<file path="src/hw/rtl/spx_pkg.sv">
`timescale 1ns / 1ps
package spx_pkg;

  localparam int COL_W       = 10;
  localparam int CNT_W       = 17;
  localparam int ROW_W       = 16;
  localparam int VAL_W       = 64;
  localparam int CFG_W       = 17;
  localparam int MAX_ENTRIES = 65536;
  localparam int EPOCH_W     = 4;
  localparam int QUEUE_DEPTH = 4;
  localparam int QPTR_W      = $clog2(QUEUE_DEPTH);

  typedef enum logic [1:0] {
    OP_START = 2'd0,
    OP_MAP   = 2'd1,
    OP_NZ    = 2'd2,
    OP_EOR   = 2'd3
  } op_t;

  typedef enum logic [1:0] {
    KIND_ENTRY  = 2'd0,
    KIND_ROWPTR = 2'd1,
    KIND_ERROR  = 2'd2
  } kind_t;

  typedef enum logic [1:0] {
    ERR_NONE    = 2'd0,
    ERR_COLUMN  = 2'd1,
    ERR_STORAGE = 2'd2,
    ERR_ROW     = 2'd3
  } err_t;

  typedef enum logic [1:0] {
    CFG_SRC_COLS    = 2'd0,
    CFG_SRC_ROWS    = 2'd1,
    CFG_TGT_COLS    = 2'd2,
    CFG_STORE_LIMIT = 2'd3
  } cfg_idx_t;

  typedef struct packed {
    logic [10:0]      src_cols;
    logic [16:0]      src_rows;
    logic [10:0]      tgt_cols;
    logic [CNT_W-1:0] store_limit;
  } cfg_t;

  typedef struct packed {
    op_t              op;
    logic             bad;
    logic [COL_W-1:0] scol;
    logic [COL_W-1:0] tcol;
    logic [VAL_W-1:0] value;
  } item_t;

  typedef struct packed {
    logic [EPOCH_W-1:0] tag;
    logic [COL_W-1:0]   tcol;
  } map_ent_t;

endpackage

</file>
<file path="src/hw/rtl/spx_queue.sv">
`timescale 1ns / 1ps
module spx_queue (
  input  logic           clk,
  input  logic           rst_n,
  input  logic           push_valid,
  output logic           push_ready,
  input  spx_pkg::item_t push_item,
  output logic           pop_valid,
  input  logic           pop_ready,
  output spx_pkg::item_t pop_item
);

  localparam int PW = spx_pkg::QPTR_W;

  spx_pkg::item_t slot_r [spx_pkg::QUEUE_DEPTH];
  logic [PW-1:0]  wptr_r, wptr_nxt;
  logic [PW-1:0]  rptr_r, rptr_nxt;
  logic [PW:0]    fill_r, fill_nxt;
  logic           push;
  logic           pop;

  assign push_ready = fill_r != (PW + 1)'(spx_pkg::QUEUE_DEPTH);
  assign pop_valid  = fill_r != '0;
  assign push       = push_valid && push_ready;
  assign pop        = pop_valid && pop_ready;
  assign pop_item   = slot_r[rptr_r];

  always_comb begin
    wptr_nxt = wptr_r;
    rptr_nxt = rptr_r;
    fill_nxt = fill_r;
    if (push) begin
      wptr_nxt = (wptr_r == PW'(spx_pkg::QUEUE_DEPTH - 1)) ? '0 : wptr_r + 1'b1;
    end
    if (pop) begin
      rptr_nxt = (rptr_r == PW'(spx_pkg::QUEUE_DEPTH - 1)) ? '0 : rptr_r + 1'b1;
    end
    if (push && !pop) begin
      fill_nxt = fill_r + 1'b1;
    end else if (pop && !push) begin
      fill_nxt = fill_r - 1'b1;
    end
  end

  always_ff @(posedge clk) begin
    if (!rst_n) begin
      wptr_r <= '0;
      rptr_r <= '0;
      fill_r <= '0;
    end else begin
      wptr_r <= wptr_nxt;
      rptr_r <= rptr_nxt;
      fill_r <= fill_nxt;
    end
  end

  always_ff @(posedge clk) begin
    if (push) begin
      slot_r[wptr_r] <= push_item;
    end
  end

endmodule

</file>
<file path="config.mk">
export PLATFORM = sky130hd
export DESIGN_NAME = spx_queue
export DESIGN_NICKNAME = d
export VERILOG_FILES = /design/src/hw/rtl/spx_pkg.sv /design/src/hw/rtl/spx_queue.sv
export SDC_FILE = /design/constraint.sdc
export NUM_CORES = 1
export LEC_CHECK = 0
export ABC_CLOCK_PERIOD_IN_PS = 5000
export BUFFER_PORTS_ARGS = -buffer_cell sky130_fd_sc_hd__buf_2
export CAP_MARGIN = 15
export CORE_MARGIN = 2
export CORE_UTILIZATION = 40
export DETAILED_ROUTE_END_ITERATION = 7
export PLACE_DENSITY_LB_ADDON = 0.15
export SETUP_SLACK_MARGIN = 0.3
export SLEW_MARGIN = 15
export SYNTH_ARGS = -nofsm -noshare
export SYNTH_HDL_FRONTEND = slang
export SYNTH_SLANG_ARGS = --single-unit
</file>
<file path="constraint.sdc">
create_clock -name clk -period 5 [get_ports clk]
set_input_delay 0.5 -clock clk [delete_from_list [all_inputs] [get_ports clk]]
set_output_delay 0.5 -clock clk [all_outputs]
set_load 0.01 [all_outputs]
</file>
==> metrics.log <==
INFO  metric min_period_over_period = 0.627
INFO  metric irDropWorstVdd = 0.000288 V
INFO  metric fin_total_pwr = 8.08 mW
INFO  metric synth_top_cells_by_area = sky130_fd_sc_hd__edfxtp_1 (80%), sky130_fd_sc_hd__mux4_2 (15%), sky130_fd_sc_hd__dfxtp_1 (1.4%)
INFO  metric p_per_area = 515 mW/mm^2
INFO  metric synthesis.area_per_instance = 25.7 sq um
INFO  metric muxShareOfSynthArea = 0.152
INFO  metric max-clock-path-buffers = 3
INFO  metric post_cts_resize_count = 0
INFO  metric timing.hold.worst.class = input port to register
INFO  metric drv.max_cap_violation_count = 0
INFO  metric rows = 66
INFO  metric upper_clock_frequency_limit = 319 MHz
INFO  metric avgRoutedWirePerCell = 20.7 um
INFO  metric htreeDepth = 2
INFO  metric critPathMaxFanout = 51
INFO  metric dpl-instance-area = 0.0144 sq mm
INFO  metric hold_viol = 0
INFO  metric postRouteAntennaNets = 0
INFO  metric worst_r2r_startpoint = fill_r[0]$_SDFFE_PN0P_
INFO  metric synth_cells = 506
INFO  metric first_global_vias = 6362
INFO  metric ioPinCount = 180
INFO  metric clkSinkCount = 357
INFO  metric drt-initial-drc-count = 273
INFO  metric tightestPinTransition = 0.989 ns
INFO  metric cts_hold_buf = 0
INFO  metric fin_area = 0.0157 sq mm
INFO  metric min_from = push_item[73]
INFO  metric area_growth = 20.3%
INFO  metric numCtsBuffers = 39
INFO  metric detail_route.vias_per_cell = 4.96
INFO  metric cts.reportedPaths.clkPinSlew = 0.06 ns
INFO  metric finalCoreUtilization = 0.485
INFO  metric grt_pass1_wl = 37000 um
INFO  metric globalRoute.totalOverflow = 0
INFO  metric io_buffer_count = 179
INFO  metric ys_ff_latch = 357
INFO  metric num_vias = 5882
INFO  metric cts.root.buffer_cell = sky130_fd_sc_hd__clkbuf_16
INFO  metric grt_antenna_before_repair = 4
INFO  metric hpwl = 14200 um
INFO  metric grt_setup_unrepaired = no
INFO  metric finalWeightedCongestion = 0.703
INFO  metric clock_skew = 0.0105 ns
INFO  metric synth_top_family_by_area = multiplexers
INFO  metric start_kind = register
INFO  metric track_usage = 0.145
INFO  metric fin_nets = 808
INFO  metric timing.setup.tns = 0 ns
INFO  metric fillerInstances = 2674
INFO  metric setup_viol = 0
INFO  metric initial_core_utilization = 0.403
INFO  metric yosysTopAreaCellShare = 0.802
INFO  metric fp.coreArea = 0.0323 sq mm
INFO  metric synth_cell_type_count = 26
INFO  metric synth_xor_xnor_area_share = 0.00134
INFO  metric mappedNetlistNets = 604
INFO  metric grt_max_degree = 63
INFO  metric final-max-slew-violation-count = 0
INFO  metric drt_pre_antenna_iters = 4
INFO  metric synth_seq_area_share = 0.816
INFO  metric data_arrival_time_of_the_worst_path = 2.63 ns
INFO  metric power.static_leakage = 5.20 nW
INFO  metric fp.dieArea = 0.0340 sq mm
INFO  metric die_x = 184 um
INFO  metric netlist.top_cell.by_area = sky130_fd_sc_hd__edfxtp_1
INFO  metric headroom_to_the_max_slew_limit = 0.341
INFO  metric insertion_delay = 0.52 ns
INFO  metric compound_gate_portion_of_the_synthesized_area = 0.00269
INFO  metric die_y = 184 um
INFO  metric min_period = 3.13 ns
INFO  metric cts.repair_timing.setup_buffer_count = 0
INFO  metric endpoint_kind = output pin
INFO  metric synth_simple_gate_area_share = 0.00903
INFO  metric wl = 24500 um
INFO  metric route.detailed.drc = 0
INFO  metric required = 4.50 ns
INFO  metric synthesized_cell_area = 0.0130 sq mm
INFO  metric fraction_of_layout_cells_with_a_size_suffix_above_1 = 0.449
INFO  metric yosys_warnings = 0
INFO  metric timing.setup.critical_path_class = register to output pin
INFO  metric cts_tree = yes
INFO  metric result_of_the_run = finished, final reports clean
INFO  metric yosys.area_share.adder = 0.00730
[per-layer routing]
layer | part of all wire | global-route usage | vias to the layer above
met3 | 0.083 | 0.0458 | 42
met4 | 0.018 | 0.0384 | 4
met5 | 0.0011 | 0 | -
met2 | 0.48 | 0.235 | 178
met1 | 0.42 | 0.191 | 3065
li1 | - | - | 2593
[layout make-up]
class	count	area, sq um	area share
Antenna cell	4	10.0	0.000639
Clock buffer	46	1020	0.0653
Clock inverter	25	225	0.0144
Inverter	3	11.3	0.000718
Multi-Input combinational cell	124	2260	0.144
Sequential cell	357	10600	0.679
Tap cell	442	553	0.0353
Timing Repair Buffer	185	953	0.0608
[cell usage after synthesis]
cell and n:
sky130_fd_sc_hd__buf_2 10, sky130_fd_sc_hd__and2_1 1, sky130_fd_sc_hd__nand4_1 1, sky130_fd_sc_hd__mux4_2 87, sky130_fd_sc_hd__a21boi_0 1, sky130_fd_sc_hd__edfxtp_1 348
sky130_fd_sc_hd__buf_6 6, sky130_fd_sc_hd__inv_1 3, sky130_fd_sc_hd__dfxtp_1 9, sky130_fd_sc_hd__or3b_1 1, sky130_fd_sc_hd__and2_4 1, sky130_fd_sc_hd__fa_1 1
sky130_fd_sc_hd__o21ai_0 3, sky130_fd_sc_hd__clkbuf_1 6, sky130_fd_sc_hd__nor2_1 2, sky130_fd_sc_hd__ha_1 6, sky130_fd_sc_hd__or3_2 2, sky130_fd_sc_hd__xor2_1 1
sky130_fd_sc_hd__o21ai_1 1, sky130_fd_sc_hd__and3_2 4, sky130_fd_sc_hd__nand3_1 2, sky130_fd_sc_hd__nor2b_1 1, sky130_fd_sc_hd__mux2i_1 2, sky130_fd_sc_hd__nand2_1 5
sky130_fd_sc_hd__xnor2_1 1, sky130_fd_sc_hd__o31ai_1 1
[path summary, 6_finish.rpt]
path	slack [ns]	cells past startpoint	endpoint
setup / recovery	1.87	3	pop_item[43]
hold / removal	0.20	1	slot_r[2][73]$_DFFE_PP_
setup reg to reg	2.38	3	slot_r[0][58]$_DFFE_PP_
hold reg to reg	0.51	2	wptr_r[0]$_SDFFE_PN0P_
[stage by stage]
step | instances | worst slack, ns | hold WS (ns)
2_1_floorplan | 506 | 2.79 | 0.468
3_3_place_gp | 1111 | 2.30 | 0.477
3_5_place_dp | 1111 | 2.30 | 0.500
4_1_cts | 1182 | 1.74 | 0.163
5_1_grt | 1182 | 1.63 | 0.174
6_report | 1186 | 1.87 | 0.197
[worst max-delay path, stage by stage (launching register included)]
cell                      delay (ns)
sky130_fd_sc_hd__dfxtp_4        0.85
sky130_fd_sc_hd__buf_12         0.44
sky130_fd_sc_hd__mux4_2         0.59
sky130_fd_sc_hd__buf_2          0.16
[cell families after synthesis]
group | count (synthesis)
flops | 357
xor+xnor | 2
compound gates | 6
fa+ha+maj | 7
buf+inv | 25
simple gates | 20
mux | 89
[where the power goes]
group	switching (mW)	internal [mW]	leakage (nW)
combinational	0.776	0.742	1.33
sequential	0.173	3.63	3.26
clock	1.09	1.67	0.606
[registers in the layout (all words and copies together) (netlist names), named ones only]
| name | cells |
|---|---|
| slot_r | 348 |
| wptr_r | 2 |
| fill_r | 3 |
| rptr_r | 2 |
[layout by cell type (no fill, tap or decap), drive strengths merged]
cell type | synthesis | final
edfxtp | 348 | 348
buf | 16 | 185
mux4 | 87 | 87
clkbuf | 6 | 46
clkinv | 0 | 19
dfxtp | 9 | 9
ha | 6 | 6
nand2 | 5 | 5
diode | 0 | 4
and3 | 4 | 4
bufinv | 0 | 4
inv | 3 | 4
o21ai | 4 | 4
or3 | 2 | 2
nor2 | 2 | 2
nand3 | 2 | 2
mux2i | 2 | 2
and2 | 2 | 2
or3b | 1 | 1
o31ai | 1 | 1
xnor2 | 1 | 1
nand4 | 1 | 1
nor2b | 1 | 1
xor2 | 1 | 1
a21boi | 1 | 1
fa | 1 | 1
clkinvlp | 0 | 1
Note: power is estimated with default switching activity, not from simulation.
