`config.mk`:
```
export PLATFORM = sky130hd
export DESIGN_NAME = spx_front
export DESIGN_NICKNAME = d
export VERILOG_FILES = /design/src/hw/rtl/spx_pkg.sv /design/src/hw/rtl/spx_front.sv
export SDC_FILE = /design/constraint.sdc
export NUM_CORES = 1
export LEC_CHECK = 0
export BUFFER_PORTS_ARGS = -buffer_cell sky130_fd_sc_hd__buf_2
export CELL_PAD_IN_SITES_DETAIL_PLACEMENT = 0
export CELL_PAD_IN_SITES_GLOBAL_PLACEMENT = 1
export CORE_AREA = 2 2 96 98
export DETAILED_ROUTE_END_ITERATION = 10
export DIE_AREA = 0 0 98 100
export PLACE_DENSITY_LB_ADDON = 0.1
export RECOVER_POWER = 50
export SYNTH_ARGS = -nofsm -noshare
export SYNTH_HDL_FRONTEND = slang
export SYNTH_SLANG_ARGS = --single-unit
```
`constraint.sdc`:
```
create_clock -name vclk -period 2.6
set_clock_uncertainty 0.1 [all_clocks]
set_input_delay 0.13 -clock vclk [all_inputs]
set_output_delay 0.13 -clock vclk [all_outputs]
set_load 0.01 [all_outputs]
```
`src/hw/rtl/spx_pkg.sv`:
```
`timescale 1ns / 1ps
package spx_pkg;

  localparam int COL_W       = 10;
  localparam int CNT_W       = 17;
  localparam int ROW_W       = 16;
  localparam int VAL_W       = 64;
  localparam int CFG_W       = 17;
  localparam int MAX_ENTRIES = 65536;
  localparam int EPOCH_W     = 4;
  localparam int QUEUE_DEPTH = 4;
  localparam int QPTR_W      = $clog2(QUEUE_DEPTH);

  typedef enum logic [1:0] {
    OP_START = 2'd0,
    OP_MAP   = 2'd1,
    OP_NZ    = 2'd2,
    OP_EOR   = 2'd3
  } op_t;

  typedef enum logic [1:0] {
    KIND_ENTRY  = 2'd0,
    KIND_ROWPTR = 2'd1,
    KIND_ERROR  = 2'd2
  } kind_t;

  typedef enum logic [1:0] {
    ERR_NONE    = 2'd0,
    ERR_COLUMN  = 2'd1,
    ERR_STORAGE = 2'd2,
    ERR_ROW     = 2'd3
  } err_t;

  typedef enum logic [1:0] {
    CFG_SRC_COLS    = 2'd0,
    CFG_SRC_ROWS    = 2'd1,
    CFG_TGT_COLS    = 2'd2,
    CFG_STORE_LIMIT = 2'd3
  } cfg_idx_t;

  typedef struct packed {
    logic [10:0]      src_cols;
    logic [16:0]      src_rows;
    logic [10:0]      tgt_cols;
    logic [CNT_W-1:0] store_limit;
  } cfg_t;

  typedef struct packed {
    op_t              op;
    logic             bad;
    logic [COL_W-1:0] scol;
    logic [COL_W-1:0] tcol;
    logic [VAL_W-1:0] value;
  } item_t;

  typedef struct packed {
    logic [EPOCH_W-1:0] tag;
    logic [COL_W-1:0]   tcol;
  } map_ent_t;

endpackage

```
`src/hw/rtl/spx_front.sv`:
```
`timescale 1ns / 1ps
module spx_front #(
  parameter int MAX_COLUMNS = 1024
) (
  input  logic                             in_valid,
  output logic                             in_ready,
  input  logic [1:0]                       in_opcode,
  input  logic [spx_pkg::COL_W-1:0]        in_source_column,
  input  logic [spx_pkg::COL_W-1:0]        in_target_column,
  input  logic [spx_pkg::VAL_W-1:0]        in_entry_value,
  input  logic [spx_pkg::ROW_W-1:0]        in_source_row,
  input  spx_pkg::cfg_t                    cfg,
  output logic                             push_valid,
  input  logic                             push_ready,
  output spx_pkg::item_t                   push_item
);

  logic col_ok;
  logic tcol_ok;
  logic row_ok;
  spx_pkg::op_t op;

  assign op = spx_pkg::op_t'(in_opcode);

  assign col_ok  = ({1'b0, in_source_column} < cfg.src_cols) &&
                   ({22'd0, in_source_column} < 32'(MAX_COLUMNS));
  assign tcol_ok = {1'b0, in_target_column} < cfg.tgt_cols;
  assign row_ok  = {1'b0, in_source_row} < cfg.src_rows;

  always_comb begin
    push_item.op    = op;
    push_item.scol  = in_source_column;
    push_item.tcol  = in_target_column;
    push_item.value = in_entry_value;
    case (op)
      spx_pkg::OP_START: push_item.bad = 1'b0;
      spx_pkg::OP_MAP:   push_item.bad = !(col_ok && tcol_ok);
      spx_pkg::OP_NZ:    push_item.bad = !col_ok;
      spx_pkg::OP_EOR:   push_item.bad = !row_ok;
      default:           push_item.bad = 1'b0;
    endcase
  end

  assign push_valid = in_valid;
  assign in_ready   = push_ready;

endmodule

```
==> flow_summary_export.csv, run 1 <==
group,metric,value,unit
place,place.detailed.hpwl,3.394,mm
yosys,ys_warn_count,0,
grt,grt_pass1_wl,5.430,mm
sta,hold-worst-slack,0.1600,ns
yosys,syn_area,1549,um^2
worst_setup_path,critical_path_class,"primary input to primary output",
place,placed_cell_area,1528,um^2
die,die_height,100,um
finish,nets,414,
sta,hold_viol_final,0,
clock_tree,post_cts_buffers,0,
worst_setup_path,crit_required,2.37,ns
place,dpl.cell_count,330,
finish,fin_util,0.1719,
grt,grt_pass1_vias,1232,
place,dp_slack,0.7399,ns
sta,fin_setup_tns,0,ns
sta,slew_violations,0,
route,firstDrtPassIters,4,
yosys,netlist-cell-type-count,31,
place,place_congestion,0.6522,
power_and_ir_drop,power_density,141.2,nW/um^2
finish,fin_cells,330,
die,dieArea,9800,um^2
sta,slew-limit-headroom,0.7831,
sta,fin_crit,1.837,ns
outcome,status,"finished clean",
finish,diodes,0,
sta,worst_pin_slew,0.3219,ns
sta,period_share,0.7065,
job,drv_cap,0,
die,io_pins,249,
grt,overflow,0,
clock_tree,post_cts_resized,0,
finish,nClkBuffers,0,
die,core-area,8890,um^2
yosys,ys_seq_area_frac,0,
power_and_ir_drop,total_power,0.2157,mW
sta,setup_viol,0,
yosys,synthCells,207,
clock_tree,cts-hold-fix-buffers,0,
worst_setup_path,path_max_fanout,3,
die,start_util,0.1742,
sta,fin_ws,0.7631,ns
power_and_ir_drop,leakage,0.9755,nW
grt,grt_max_degree,5,
hold_path,hp-class,"primary input to primary output",
power_and_ir_drop,ir_drop,0.02348,mV
route,drtAntennaViolNets,0,
route,drt_iter0_markers,7,
yosys,synth_nets,400,
finish,syn_to_final_growth,-1.373,%
sta,rsz0062_at_grt,"false",
worst_setup_path,cp-end-kind,"primary output",
grt,grt_usage,0.06502,
route,wl,3.569,mm
place,io_buffers,100,
route,vias,1200,
route,drc,0,
worst_setup_path,arrival,1.61,ns
die,row_count,35,
sta,fmax,0.5444,GHz
yosys,syn_area_per_cell,7.483,um^2
finish,layout-drive-gt1-share,0.4840,
route,wl_per_cell,10.82,um
route,vias_per_cell,3.636,
finish,seq_cell_count,0,
die,die_x,98,um
grt,antenna_found_initial,0,
worst_setup_path,start_kind,"primary input",
finish,area.sequential,0,um^2
finish,fin_area,1528,um^2
[final timing paths]
kind | depth (start not counted) | to | start
min | 0 | push_item[54] | in_entry_value[54]
max | 8 | push_item[84] | in_source_row[11]
[synthesized netlist by cell type (all sizes together), types with 2 or more instances]
library cell,number,area (um^2)
o21ai,7,38.78
a211oi,3,27.52
a221oi,2,23.77
nor2b,2,20.02
nor2,3,11.26
a21oi,11,55.05
buf,88,660.6
ha,33,412.9
nand3,2,10.01
inv,35,131.4
a21o,4,30.03
nand2,4,17.52
[metal layers]
metal / share of wire / track usage / wire length, um
met1: 0.41 / 0.08071 / 1452
met2: 0.47 / 0.1112 / 1678
met3: 0.10 / 0.01671 / 360
met4: 0.022 / 0.01923 / 77
met5: 0 / 0 / 0
[layout make-up]
type,instances,area [um^2]
Timing Repair Buffer,100,500.5
Multi-Input combinational cell,84,757.0
Fill cell,1046,7362
Tap cell,111,138.9
Inverter,35,131.4
[power breakdown]
group | leakage (nW) | internal, mW | total [mW] | switching (mW)
registers | 0 | 0 | 0 | 0
logic | 0.976 | 0.112 | 0.216 | 0.104
clock network | 0 | 0 | 0 | 0
[cell usage in the layout, fill, tap and decap left out]
cell type  netlist  final
a211o_1          1      1
a211oi_1         2      2
a211oi_2         1      1
a21o_1           4      4
a21oi_1         11     11
a221oi_1         1      1
a221oi_2         1      1
a31oi_1          1      1
and3_1           1      1
and4_1           1      1
and4b_1          1      1
buf_2            0    100
ha_1            33     33
inv_1           35     35
nand2_1          3      3
nand2_2          1      1
nand2b_1         1      1
nand3_1          2      2
nand4_1          1      1
nand4b_1         1      1
nor2_1           3      3
nor2b_1          1      1
nor2b_4          1      1
nor3_1           1      1
nor4b_1          1      1
o21ai_0          5      5
o21ai_1          1      1
o21ai_2          1      1
o22a_1           1      1
o311a_1          1      1
o41ai_2          1      1
[logic make-up after synthesis]
kind of cell               count (synthesis)  share of synthesized area
AOI/OAI and AO/OA                         32                     0.1454
adders and majority gates                 33                     0.2666
buffers and inverters                    123                     0.5113
and+or+nand+nor                           19                    0.07675
[critical path, cell delays in order]
cell and delay, ns:
buf_2 0.10, ha_1 0.32, and4_1 0.22, a221oi_1 0.29, o21ai_0 0.12, a21oi_1 0.23
a211oi_2 0.05, buf_2 0.15
No activity file was read; power rests on OpenSTA's default activity.
==> inputs of run 2 (changes only) <==
CORE_AREA = default   (was 2 2 96 98)
CORE_UTILIZATION = 17   (was default)
DIE_AREA = default   (was 0 0 98 100)
clock period = 1.9 ns   (was 2.6 ns; I/O delays follow)
==> run 2 against run 1 <==
  * Wire length is 9.3% lower
  * Largest cell class unchanged
  * Final area shrank 0.25%
  * Combinational power grew 35%
  * Largest power group unchanged
  * Global-route usage shrank 0.21 points
  * Cell count fell by 0.91%
  * Power rose by 35%
  * Sequential cell count did not move
  * Core utilization rose by 0.20 points
  * Non-clock buffer count unchanged
==> flow_summary_export.csv, run 2 (synthesized netlist as in run 1, its figures left out) <==
group,metric,value,unit
finish,layout-drive-gt1-share,0.4840,
route,vias_per_cell,3.648,
worst_setup_path,start_kind,"primary input",
die,row_count,34,
route,drc,0,
grt,antenna_found_initial,0,
sta,hold_viol_final,0,
outcome,status,"finished clean",
sta,period_share,0.9107,
sta,fin_setup_tns,0,ns
power_and_ir_drop,total_power,0.2911,mW
place,place.detailed.hpwl,3.103,mm
grt,grt_max_degree,5,
finish,syn_to_final_growth,-1.616,%
worst_setup_path,arrival,1.54,ns
finish,diodes,0,
worst_setup_path,worst_path_largest_cell_delay,0.31,ns
grt,grt_pass1_wl,5.037,mm
sta,hold-worst-slack,0.09000,ns
route,vias,1193,
finish,mostFrequentLayoutCell,"buf_2",
die,core-area,8763,um^2
route,firstDrtPassIters,3,
clock_tree,post_cts_buffers,0,
sta,slew-limit-headroom,0.7842,
worst_setup_path,crit_chain,"buf_2 > ha_1 > a21oi_1 > o21ai_2 > a221oi_2 > o41ai_2 > a21oi_1 > a211oi_2 > buf_2",
route,drtAntennaViolNets,0,
place,place_congestion,0.5776,
worst_setup_path,cp-end-kind,"primary output",
die,start_util,0.1768,
route,wl,3.237,mm
route,wl_per_cell,9.899,um
die,io_pins,249,
worst_setup_path,path_max_fanout,2,
power_and_ir_drop,leakage,0.9755,nW
finish,final_cell_mix,"buf_2, inv_1, ha_1",
finish,multi_input_area,757.0,um^2
grt,overflow,0,
sta,worst_pin_slew,0.3201,ns
finish,fin_util,0.1739,
worst_setup_path,crit_required,1.70,ns
die,die_x,97.46,um
clock_tree,post_cts_resized,0,
place,io_buffers,100,
power_and_ir_drop,ir_drop,0.03504,mV
grt,grt_pass1_vias,1160,
sta,slew_violations,0,
finish,nClkBuffers,0,
sta,setup_viol,0,
finish,area.sequential,0,um^2
die,dieArea,9497,um^2
sta,fin_crit,1.730,ns
route,drt_iter0_markers,5,
job,drv_cap,0,
sta,fmax,0.5779,GHz
hold_path,hp-class,"primary input to primary output",
finish,nets,414,
power_and_ir_drop,power_density,191.0,nW/um^2
clock_tree,cts-hold-fix-buffers,0,
worst_setup_path,cp_slowest_cell,"ha_1",
die,die_height,97.46,um
worst_setup_path,critical_path_class,"primary input to primary output",
finish,fillCellCount,1056,
grt,grt_usage,0.06288,
finish,seq_cell_count,0,
sta,rsz0062_at_grt,"false",
-- run 2: cell counts in the layout (fill, tap and decap cells not counted) --
No cell type changed its count.
-- run 2: stage by stage --
stage	setup slack [ns]	instance area (um^2)	std cells
after floorplan	0.4627	1549	207
after global placement	0.1023	1524	327
after detailed placement	0.1181	1524	327
after CTS	0.1157	1524	327
after global routing	0.01663	1524	327
final	0.1697	1524	327
-- run 2: critical path: cells and delay by family --
family	cells	cell delay, ns
AO/OA/AOI/OAI	6	0.88
buffers and inverters	2	0.25
adder cells (fa/ha/maj)	1	0.31
-- run 2: path summary, 6_finish.rpt --
| check | cells after the start | slack (ns) | endpoint | start |
|---|---|---|---|---|
| max | 9 | 0.17 | push_item[84] | in_source_column[2] |
| min | 0 | 0.09 | push_item[6] | in_entry_value[6] |
-- run 2: routing by layer --
layer  up-vias  share of wire  track usage
met4         0          0.013      0.01131
met2        80           0.45       0.1076
met3        10           0.11      0.01655
met1       484           0.43      0.07953
li1        619              -            -
met5         -              0            0
-- run 2: cell type report --
cell class,instances,share of cell area
Tap cell,108,0.08867
Inverter,35,0.08621
Multi-Input combinational cell,84,0.4967
Timing Repair Buffer,100,0.3284
-- run 2: power breakdown --
group / switching [mW] / total [mW] / internal [mW]
Combinational: 0.138 / 0.291 / 0.153
Sequential: 0 / 0 / 0
Clock: 0 / 0 / 0
Total: 0.138 / 0.291 / 0.153
==> inputs of run 3 (changes only) <==
CORE_MARGIN = 4   (was default)
RECOVER_POWER = 100   (was 50)
==> run 3 against run 2 <==
  * Sequential cell count is the same
  * Combinational power shrank 2%
  * First-iteration DRC count grew 100%
  * Die area grew 13%
  * Via count shrank 0.75%
  * Final area shrank 1.7%
  * Core utilization shrank 0.38 points
  * Non-clock buffer count is the same
  * Clock-buffer cell count is the same
  * Largest cell class unchanged
==> flow_summary_export.csv, run 3 (synthesized netlist as in run 1, its figures left out) <==
group,metric,value,unit
outcome,status,"finished clean",
power_and_ir_drop,ir_drop,0.04141,mV
sta,period_share,0.9252,
power_and_ir_drop,swShare,0.4899,
finish,layout-drive-gt1-share,0.3881,
worst_setup_path,cp-end-kind,"primary output",
finish,fin_util,0.1701,
die,die_height,103.5,um
route,vias,1184,
sta,setup_viol,0,
worst_setup_path,path_max_fanout,2,
grt,grt_util_met1,0.07011,
grt,grt_pass1_vias,1164,
sta,rsz0062_at_grt,"false",
worst_setup_path,arrival,1.56,ns
route,drc,0,
sta,slew_violations,0,
hold_path,whs_path_depth,0,
finish,final_cell_mix,"buf_2, inv_1, ha_1",
place,place_congestion,0.6355,
job,drv_cap,0,
sta,fmax,0.5688,GHz
sta,hold_viol_final,0,
grt,overflow,0,
finish,diodes,0,
place,io_buffers,100,
clock_tree,cts-hold-fix-buffers,0,
grt,top_usage_layer,"met2",
grt,use_met2,0.09265,
finish,nets,414,
worst_setup_path,worst_path_largest_cell_delay,0.31,ns
route,firstDrtPassIters,2,
finish,syn_to_final_growth,-3.312,%
place,placed_cell_area,1524,um^2
sta,worst_pin_slew,0.3141,ns
finish,seq_cell_count,0,
sta,fin_setup_tns,0,ns
worst_setup_path,crit_chain,"buf_2 > ha_1 > a21oi_1 > o21ai_2 > a221oi_2 > o41ai_2 > a21oi_1 > a211oi_2 > buf_2",
finish,fin_area,1498,um^2
grt,grt_pass1_wl,4.974,mm
clock_tree,post_cts_resized,0,
power_and_ir_drop,p_int,0.1459,mW
power_and_ir_drop,power_density,191.0,nW/um^2
die,die_x,103.5,um
worst_setup_path,cp_slowest_cell,"ha_1",
route,wl_per_cell,10.54,um
route,wl,3.445,mm
die,start_util,0.1759,
clock_tree,post_cts_buffers,0,
grt,grt_usage,0.05526,
route,vias_per_cell,3.621,
finish,area.sequential,0,um^2
die,dieArea,10700,um^2
die,io_pins,249,
power_and_ir_drop,p_clk_frac,0,
finish,mostFrequentLayoutCell,"buf_2",
place,place.detailed.hpwl,3.300,mm
route,drt_iter0_markers,10,
grt,use_met3,0.01610,
worst_setup_path,start_kind,"primary input",
worst_setup_path,crit_required,1.70,ns
grt,antenna_found_initial,0,
hold_path,hp-class,"primary input to primary output",
sta,fin_crit,1.758,ns
power_and_ir_drop,p_comb_frac,1.000,
power_and_ir_drop,switchingPower,0.1402,mW
route,drtAntennaViolNets,0,
hold_path,hold_end,"push_item[46]",
die,core-area,8806,um^2
finish,nClkBuffers,0,
power_and_ir_drop,leakage,0.9177,nW
sta,slew-limit-headroom,0.7883,
worst_setup_path,critical_path_class,"primary input to primary output",
finish,multi_input_area,757.0,um^2
power_and_ir_drop,seqPwrFrac,0,
hold_path,min_from,"in_entry_value[46]",
finish,fillCellCount,1053,
grt,grt_max_degree,5,
die,row_count,34,
[run 3: cell count changes in the layout (fill, tap and decap cells not counted), sizes merged]
cell / change
buf: -21
clkbuf: +21
[run 3: metrics by stage]
step                      instances  setup slack (ns)  total power [mW]  hold WS [ns]
final                           327            0.1421            0.2861       0.09000
after CTS                       327            0.1081            0.3029       0.09007
after detailed placement        327            0.1096            0.3007       0.09007
after global routing            327          0.002505            0.3380       0.09002
after floorplan                 207            0.4627            0.3267        0.1818
after global placement          327            0.1182            0.3035       0.09007
[run 3: critical path, delay by kind of cell]
| family | cells | cell delay [ns] |
|---|---|---|
| AOI/OAI and AO/OA | 6 | 0.91 |
| adders and majority gates | 1 | 0.31 |
| buffers and inverters | 2 | 0.25 |
[run 3: layout make-up]
class	instances	area share
well taps	108	0.09023
multi-input cells	84	0.5054
inverters	35	0.08772
repair buffers	100	0.3166
[run 3: worst max-delay path by stage]
stage,slack [ns],end,start
detailed placement,0.11,push_item[84],in_source_column[2]
CTS,0.11,push_item[84],in_source_column[2]
global route,0.003,push_item[84],in_source_column[2]
floorplan,0.46,push_item[84],cfg[47]
finish,0.14,push_item[84],in_source_column[2]
global placement,0.12,push_item[84],in_source_column[2]
[run 3: power groups by stage]
stage / sequential (mW) / clock (mW) / combinational (mW)
floorplan: 0 / 0 / 0.327
global placement: 0 / 0 / 0.304
detailed placement: 0 / 0 / 0.301
CTS: 0 / 0 / 0.303
global route: 0 / 0 / 0.338
finish: 0 / 0 / 0.286
[run 3: metal layers]
layer  wire length [um]  part of all wire  vias up
met4                 38             0.011        0
met1               1478              0.43      476
met5                  0                 0        -
li1                   -                 -      616
met3                421              0.12       16
met2               1508              0.44       76
